File: src/design/mdf_pkg.sv
// ----------------------------------------------------------------------------
// mdf_pkg
// Shared types and constants for the MAC address de-duplication filter.
// ----------------------------------------------------------------------------
package mdf_pkg;

    localparam int ADDR_W            = 48;
    localparam int CNT_W             = 16;
    localparam int SEEN_CAPACITY_DEF = 256;

    localparam logic [CNT_W-1:0] CNT_MAX = {CNT_W{1'b1}};

    typedef struct packed {
        logic [ADDR_W-1:0] device_address;
        logic              address_ok;
        logic              source_kind;
    } mdf_req_t;

    typedef struct packed {
        logic             is_new;
        logic             cache_flushed;
        logic [CNT_W-1:0] wifi_total;
        logic [CNT_W-1:0] ble_total;
        logic [CNT_W-1:0] flush_total;
    } mdf_res_t;

    // search token passed from cell to cell
    typedef struct packed {
        logic valid;
        logic hit;
    } mdf_link_t;

    // insert request broadcast to the cells
    typedef struct packed {
        logic              en;
        logic [ADDR_W-1:0] data;
    } mdf_wr_t;

    typedef enum logic [1:0] {
        ST_IDLE,
        ST_LOAD,
        ST_SCAN
    } mdf_state_t;

    function automatic logic [CNT_W-1:0] sat_inc(input logic [CNT_W-1:0] v);
        return (v == CNT_MAX) ? CNT_MAX : v + 1'b1;
    endfunction

endpackage

File: src/design/mdf_cell.sv
// ----------------------------------------------------------------------------
// mdf_cell
// One seen-set entry; compares against the key as the search token passes.
// ----------------------------------------------------------------------------
module mdf_cell
    import mdf_pkg::*;
#(
    parameter int FILL_W   = 9,
    parameter int CELL_IDX = 0
)
(
    input  logic                 clk,
    input  logic                 rst_n,
    input  logic [FILL_W-1:0]    fill,
    input  logic [ADDR_W-1:0]    key,
    input  mdf_wr_t              wr,
    input  mdf_link_t            link_in,
    output mdf_link_t            link_out
);

    logic [ADDR_W-1:0] entry_reg;
    mdf_link_t         link_reg;
    mdf_link_t         link_next;
    logic              in_use;

    assign in_use = fill > FILL_W'(CELL_IDX);

    always_comb
    begin
        link_next.valid = link_in.valid;
        link_next.hit   = link_in.hit | (link_in.valid & in_use & (entry_reg == key));
    end

    always_ff @(posedge clk or negedge rst_n)
    begin
        if (!rst_n)
        begin
            link_reg <= '0;
        end
        else
        begin
            link_reg <= link_next;
        end
    end

    always_ff @(posedge clk)
    begin
        if (wr.en && (fill == FILL_W'(CELL_IDX)))
        begin
            entry_reg <= wr.data;
        end
    end

    assign link_out = link_reg;

endmodule

File: config.mk
export PLATFORM = sky130hd
export DESIGN_NAME = mdf_cell
export DESIGN_NICKNAME = d
export VERILOG_FILES = /design/src/design/mdf_pkg.sv /design/src/design/mdf_cell.sv
export SDC_FILE = /design/constraint.sdc
export NUM_CORES = 1
export LEC_CHECK = 0
export BUFFER_PORTS_ARGS = -buffer_cell sky130_fd_sc_hd__buf_2
export CORE_UTILIZATION = 46
export CTS_BUF_LIST = sky130_fd_sc_hd__clkbuf_8
export DETAILED_ROUTE_END_ITERATION = 8
export GPL_TIMING_DRIVEN = 0
export HOLD_SLACK_MARGIN = 0.06
export PLACE_DENSITY = 0.82
export SLEW_MARGIN = 20
export SYNTH_ARGS = -nofsm -noshare
export SYNTH_HDL_FRONTEND = slang
export SYNTH_SLANG_ARGS = --single-unit
File: constraint.sdc
create_clock -name clk -period 1.7 [get_ports clk]
set_clock_uncertainty 0.1 [all_clocks]
set_input_delay 0.34 -clock clk [delete_from_list [all_inputs] [get_ports clk]]
set_output_delay 0.34 -clock clk [all_outputs]
set_load 0.02 [all_outputs]
==> results of run 1 <==
## path summary, 6_finish.rpt
check | end | slack [ns] | cells past startpoint
worst max-delay path | link_out[0] | -0.07 | 4
worst min-delay path | link_out[1] | 0.07 | 1
worst max register to register | link_out[0] | -0.07 | 4
worst min register to register | link_out[0] | 0.65 | 2
max in group asynchronous | link_out[0] | 1.15 | 2
min in group asynchronous | link_out[1] | 0.25 | 2
## power groups by stage
stage | clock network, mW | registers [mW] | logic [mW]
6_report | 0.649 | 1.35 | 0.211
3_3_place_gp | 0 | 1.38 | 0.195
3_5_place_dp | 0 | 1.38 | 0.202
2_1_floorplan | 0 | 1.38 | 0.0542
4_1_cts | 0.659 | 1.35 | 0.208
5_1_grt | 0.697 | 1.35 | 0.231
## routing by layer
metal  vias up  wire, um  GRT usage
met5         -         0          0
met3         9       219    0.03634
met1       656      1746     0.1996
met2        58      2386     0.3366
li1        720         -          -
met4         0        76    0.07937
## worst reg2reg max path: cells and delay by family, from the launching register on
family | cells | cell delay, ns
flip-flops | 1 | 0.39
AO/OA/AOI/OAI | 1 | 0.21
XOR/XNOR | 1 | 0.15
AND/OR/NAND/NOR | 2 | 0.87
## kinds of logic (layout without fill, tap and decap cells)
group / count (synthesis) / in the layout / share of synthesized area
compound gates: 7 / 7 / 0.02705
simple gates: 22 / 25 / 0.07151
flops: 50 / 50 / 0.7163
xor+xnor: 41 / 41 / 0.1725
buf+inv: 7 / 127 / 0.01262
## metrics by stage
stage	TNS, ns	cell area, um^2	utilization	setup WS, ns
2_1_floorplan	-3.810	2106	-	-0.07937
3_3_place_gp	-20.04	2726	0.6261	-0.4171
3_5_place_dp	-21.36	2726	0.6261	-0.4435
4_1_cts	-0.04894	2845	0.6534	-0.04894
5_1_grt	-0.1288	2884	0.6624	-0.1288
6_report	-0.07095	2884	0.6624	-0.07095
## cell usage after synthesis
cell type	number	share of area
nand2_1	1	0.0018
nor2_1	1	0.0018
o22ai_1	3	0.0090
o2111ai_1	1	0.0042
a41o_1	1	0.0048
nand4_1	5	0.015
a22o_1	1	0.0042
and2_1	1	0.0030
nand4_4	1	0.010
or4_1	2	0.0072
nor3_1	1	0.0024
dfrtp_1	2	0.024
inv_1	7	0.013
xnor2_1	20	0.084
xor2_1	21	0.088
edfxtp_1	48	0.69
a222oi_1	1	0.0048
nor4_1	8	0.024
nand2b_1	2	0.0060
## cell type report
| class | instances | area (um^2) |
|---|---|---|
| Tap cell | 52 | 65.06 |
| Clock buffer | 5 | 68.82 |
| Clock inverter | 3 | 12.51 |
| Inverter | 7 | 26.28 |
| Multi-Input combinational cell | 73 | 654.4 |
| Fill cell | 332 | 1470 |
| Sequential cell | 50 | 1491 |
| Timing Repair Buffer | 112 | 565.5 |
## what timing repair did
item,in CTS,in global routing
pin swaps,4,2
hold buffers,1,0
hold endpoints to repair,2,0
gates cloned,1,2
buffers inserted,0,0
gates resized for setup,6,5
setup endpoints to repair,49,49
==> results.md, run 1 <==
- Status: finished, violations left
- Failing checks: negative setup slack
- Max stage delay on crit path: 0.54 ns
- Post-synthesis sequential area ratio: 0.7163
- Switching Fraction: 0.2059
- Pint: 1.757 mW
- Max Cap Viol: 0
- Lkg Pwr: 1.170 nW
- Critical path cell sequence: xor2_1 -> or4_1 -> nor4_2 -> a41o_1
- Initial antenna violation count: 0
- Worst VDD drop: 687.8 uV
- Type of origin of the critical path: flip-flop
- Largest register FFs: 48
- Sequential power share: 0.611
- H-tree levels: 2
- Max Root-Sink Buffers: 2
- Final setup viols: 1
- Crit path required time: 1.84 ns
- Most common cell after layout, fill and taps aside: buf_2
- Antenna-violating nets left: 0
- Placed cell count: 290
- Drt first pass iters: 4
- Layout cell share with drive strength beyond 1: 0.5240
- Die ar.: 4799 um^2
- Slew @ Worst Pin: 0.4440 ns
- Crit-path slowest cell: or4_1
- Gate count of the mapped netlist: 127
- CP endpoint kind: flip-flop
- Crit. Startpoint: entry_reg[5]
- Gate power share: 0.095
- Largest net degree at the start of global routing: 25
- Tot GR Track Use: 0.1818
- Detail Placement HPWL: 3.168 mm
- Skew-Pair Late Insertion Delay: 0.30 ns
- Grt total ovfl: 0
- Synth unique cells: 19
- Switch Pwr: 455.5 uW
- Post-Syn Area: 2082 um^2
- R2R Path Start: entry_reg[5]
- Seq cells post-synth: 50
- Yosys warnings: 0
- CTS clk-pin slew, worst paths: 0.09 ns
- GP Congestion: 0.8181
- Hold slack final: 0.06643 ns
- Initial DRC count: 50
- Final Hold Fails: 0
- Tcrit/Tclk final: 1.042
- Final WL: 4.428 mm
- Hold WC Path Type: input pin to flip-flop
- Worst rel slew slack: 0.7018
- Antenna Cells: 0
- # rows: 24
- Worst path top cell family by delay: simple AND/OR/NAND/NOR gates
- Vias in the first global route: 1,531
- Starting Density: 0.4782
- Core region area: 4354 um^2
- RSZ-0062 raised after global routing: yes
- Power, Total: 2.212 mW
- Number of CTS-inserted buffers: 5
- CTS tree: done
- Vias after detailed routing: 1,443
- Crit path DAT: 1.91 ns
- Min cycle time layout: 1.771 ns
- Syn_nets: 237
- Power density over the cells: 767.1 nW/um^2
- Area growth, synth to finish: 38.52%
- Clock power frac: 0.294
- Crit path kind: flip-flop to flip-flop
- Die width: 69.28 um
- Syn avg cell area: 16.39 um^2
- Vias per cell: 4.778
- Drt drc: 0
- Wire per inst: 14.66 um
- Most frequent cells in the layout: buf_2 (111), edfxtp_1 (48), xor2_1 (21), xnor2_1 (20), inv_1 (6)
- Worst Hold Launch: link_in[1]
- Die Y: 69.28 um
- Nets: 359
- Clk sinks: 50
- FMAX: 564.7 MHz
- Final setup margin: -0.07095 ns
- CP Max Fanout: 1
- # port buffers: 111
- Post-route insts no fill: 302
- Total I/O pin count: 112
- First-pass GRT wire length: 6.603 mm
- Crit path buffers/inverters: 0
- Final Slew Violations: 0
- Root Driver: clkbuf_8
Note: power is estimated with default switching activity, not from simulation.
==> run 2: changes to the inputs <==
--- a/config.mk
+++ b/config.mk
@@ -5,13 +5,14 @@
 export SDC_FILE = /design/constraint.sdc
 export NUM_CORES = 1
 export LEC_CHECK = 0
+export ABC_AREA = 1
 export BUFFER_PORTS_ARGS = -buffer_cell sky130_fd_sc_hd__buf_2
-export CORE_UTILIZATION = 46
+export CORE_UTILIZATION = 48
 export CTS_BUF_LIST = sky130_fd_sc_hd__clkbuf_8
 export DETAILED_ROUTE_END_ITERATION = 8
 export GPL_TIMING_DRIVEN = 0
 export HOLD_SLACK_MARGIN = 0.06
-export PLACE_DENSITY = 0.82
+export PLACE_DENSITY = 0.93
 export SLEW_MARGIN = 20
 export SYNTH_ARGS = -nofsm -noshare
 export SYNTH_HDL_FRONTEND = slang
==> results.md, run 2 <==
- Status: finished clean (was finished, violations left)
- GP Congestion: 0.7053 (was 0.8181)
- Tot GR Track Use: 0.2037 (was 0.1818)
- Top-area cell type share of the netlist area: 0.5851 (was 0.6923)
- Drt drc: 0 (unchanged)
- Die width: 73.64 um (was 69.28 um)
- CTS tree: done (unchanged)
- Hold slack final: 0.1106 ns (was 0.06643 ns)
- Vias in the first global route: 2,057 (was 1,531)
- Detail Placement HPWL: 4.217 mm (was 3.168 mm)
- Total I/O pin count: 112 (unchanged)
- Post_cts resized: 0 (was 6)
- Post-synthesis sequential area ratio: 0.6054 (was 0.7163)
- Crit path DAT: 1.36 ns (was 1.91 ns)
- Crit path kind: input pin to flip-flop (was flip-flop to flip-flop)
- Core region area: 4817 um^2 (was 4354 um^2)
- Final Hold Fails: 0 (unchanged)
- Skew-Pair Late Insertion Delay: 0.30 ns (about the same)
- Wire per inst: 10.51 um (was 14.66 um)
- Layout cell share with drive strength beyond 1: 0.3104 (was 0.5240)
- Vias per cell: 4.323 (was 4.778)
- Crit path required time: 1.60 ns (was 1.84 ns)
- Synth unique cells: 11 (was 19)
- Die ar.: 5423 um^2 (was 4799 um^2)
- CP Max Fanout: 12 (was 1)
- Count leader, synth: nand2_1 (was edfxtp_1)
- Min cycle time layout: 1.462 ns (was 1.771 ns)
- H-tree levels: 2 (unchanged)
- Nets: 531 (was 359)
- Pint: 1.762 mW (was 1.757 mW)
- Drt first pass iters: 4 (unchanged)
- Power, Total: 2.236 mW (was 2.212 mW)
- Gate count of the mapped netlist: 294 (was 127)
- Yosys warnings: 0 (unchanged)
- CTS clk-pin slew, worst paths: 0.09 ns (about the same)
- Slew @ Worst Pin: 0.2579 ns (was 0.4440 ns)
- Commonest cells post-synth: nand2_1 (99), inv_1 (65), nor2_1 (62) (was edfxtp_1 (48), xor2_1 (21), xnor2_1 (20))
- Core Util, Final: 0.6865 (was 0.6624)
- Switching Fraction: 0.2120 (was 0.2059)
- Most common cell after layout, fill and taps aside: buf_2 (unchanged)
- Synth async-reset ratio: 0.04000 (unchanged)
- Post-Syn Area: 2464 um^2 (was 2082 um^2)
- Critical path cell sequence: buf_2 -> nor2_4 -> nand3_2 -> nor3b_4 -> buf_6 -> buf_6 (was xor2_1 -> or4_1 -> nor4_2 -> a41o_1)
- Worst VDD drop: 539.4 uV (was 687.8 uV)
- Syn avg cell area: 8.380 um^2 (was 16.39 um^2)
- Area growth, synth to finish: 34.23% (was 38.52%)
- Die Y: 73.64 um (was 69.28 um)
- Ys flop type: edfxtp_1 (unchanged)
- Max stage delay on crit path: 0.30 ns (was 0.54 ns)
- Lkg Pwr: 1.752 nW (was 1.170 nW)
- FMAX: 684.2 MHz (was 564.7 MHz)
- # rows: 25 (was 24)
- Clock power frac: 0.289 (was 0.294)
- Final Slew Violations: 0 (unchanged)
- Clk sinks: 50 (unchanged)
- Final setup viols: 0 (was 1)
- Crit-path slowest cell: nor3b_4 (was or4_1)
- # port buffers: 111 (unchanged)
- Sequential power share: 0.605 (was 0.611)
- Root Driver: clkbuf_8 (unchanged)
- Most frequent cells in the layout: buf_2 (111), nand2_1 (99), inv_1 (66), nor2_1 (59), edfxtp_1 (48) (was buf_2 (111), edfxtp_1 (48), xor2_1 (21), xnor2_1 (20), inv_1 (6))
- Post-route insts no fill: 489 (was 302)
- RSZ-0062 raised after global routing: no (was yes)
- Type of origin of the critical path: input pin (was flip-flop)
- Tcrit/Tclk final: 0.8597 (was 1.042)
- Worst rel slew slack: 0.8279 (was 0.7018)
- Final setup margin: 0.2385 ns (was -0.07095 ns)
- Switch Pwr: 474.1 uW (was 455.5 uW)
- Setup WS pre-CTS: -0.3269 ns (was -0.4435 ns)
- CP endpoint kind: flip-flop (unchanged)
- Max Cap Viol: 0 (unchanged)
- Number of CTS-inserted buffers: 5 (unchanged)
- Placed cell count: 475 (was 290)
- Largest net degree at the start of global routing: 19 (was 25)
- Seq cells post-synth: 50 (unchanged)
- Critical Path Most Common Cell: buf_6
- Antenna Cells: 0 (unchanged)
- Antenna-violating nets left: 0 (unchanged)
- Initial DRC count: 49 (was 50)
- Vias after detailed routing: 2,114 (was 1,443)
- Dominant cells by area after synthesis: edfxtp_1 (59%), nand2_1 (15%), inv_1 (9.9%), nor2_1 (9.4%), xnor2_1 (2.5%) (was edfxtp_1 (69%), xor2_1 (8.8%), xnor2_1 (8.4%), dfrtp_1 (2.4%), nor4_1 (2.4%))
- Syn_nets: 404 (was 237)
- Starting Density: 0.5114 (was 0.4782)
- Number of enable flip-flop cells after synthesis: 48 (unchanged)
- First-pass GRT wire length: 8.079 mm (was 6.603 mm)
- Final WL: 5.138 mm (was 4.428 mm)
- Synth area leader: edfxtp_1 (unchanged)
- Power density over the cells: 676.1 nW/um^2 (was 767.1 nW/um^2)
- Largest register FFs: 48 (unchanged)
- Initial antenna violation count: 0 (unchanged)
- Max Root-Sink Buffers: 2 (unchanged)
- Hold WC Path Type: input pin to flip-flop (unchanged)
- Grt total ovfl: 0 (unchanged)
- Gate power share: 0.107 (was 0.095)
## run 2: stage by stage
stage	setup TNS, ns	cell area, um^2
detailed placement	-8.297	3176
global placement	-58.29	3142
floorplan	-31.03	2502
CTS	0	3277
global route	0	3307
finish	0	3307
## run 2: worst max-delay path, delay by kind of cell
kind / cells / cell delay (ns)
buffers and inverters: 3 / 0.52
AND/OR/NAND/NOR: 3 / 0.50
## run 2: worst paths after layout
kind | from | to | slack, ns | depth (start not counted)
worst min-delay path | wr[6] | entry_reg[6] | 0.11 | 1
min in group asynchronous | rst_n | link_out[1] | 0.28 | 2
max in group asynchronous | rst_n | link_out[0] | 1.12 | 2
worst max-delay path | fill[7] | entry_reg[19] | 0.24 | 6
worst min register to register | entry_reg[46] | link_out[0] | 0.64 | 7
worst max register to register | entry_reg[8] | link_out[0] | 0.42 | 9
## run 2: repair_timing
| item | in CTS | in global routing |
|---|---|---|
| buffers inserted | 0 | 4 |
| pin swaps | 1 | 1 |
| setup endpoints to repair | 5 | 12 |
| hold buffers | 2 | 0 |
| endpoints found under the hold margin | 3 | 0 |
## run 2: layout make-up
cell class / instances / area (um^2)
fillers: 416 / 1510
repair buffers: 120 / 639.4
well taps: 67 / 83.83
flip-flops and latches: 50 / 1491
multi-input cells: 179 / 767.0
clock buffers: 5 / 68.82
inverters: 65 / 244.0
clock inverters: 3 / 12.51
## run 2: power by group through the flow
| stage | clock network, mW | logic [mW] | registers [mW] |
|---|---|---|---|
| final | 0.646 | 0.238 | 1.35 |
| after global routing | 0.715 | 0.269 | 1.35 |
| after CTS | 0.665 | 0.239 | 1.35 |
| after detailed placement | 0 | 0.234 | 1.38 |
| after global placement | 0 | 0.222 | 1.38 |
| after floorplan | 0 | 0.0788 | 1.38 |
## run 2: metal layers
metal  GRT usage  vias to the layer above  wire length, um
li1            -                     1130                -
met1      0.2071                      912             1928
met2      0.3874                       63             2817
met3     0.05350                        9              286
met4     0.08761                        0              106
met5           0                        -                0
## run 2: cells by family after synthesis
family	synth area share
buffers and inverters	0.09903
DFF	0.6054
AOI/OAI and AO/OA	0.008126
xor gates and xnor gates	0.02489
and+or+nand+nor	0.2626
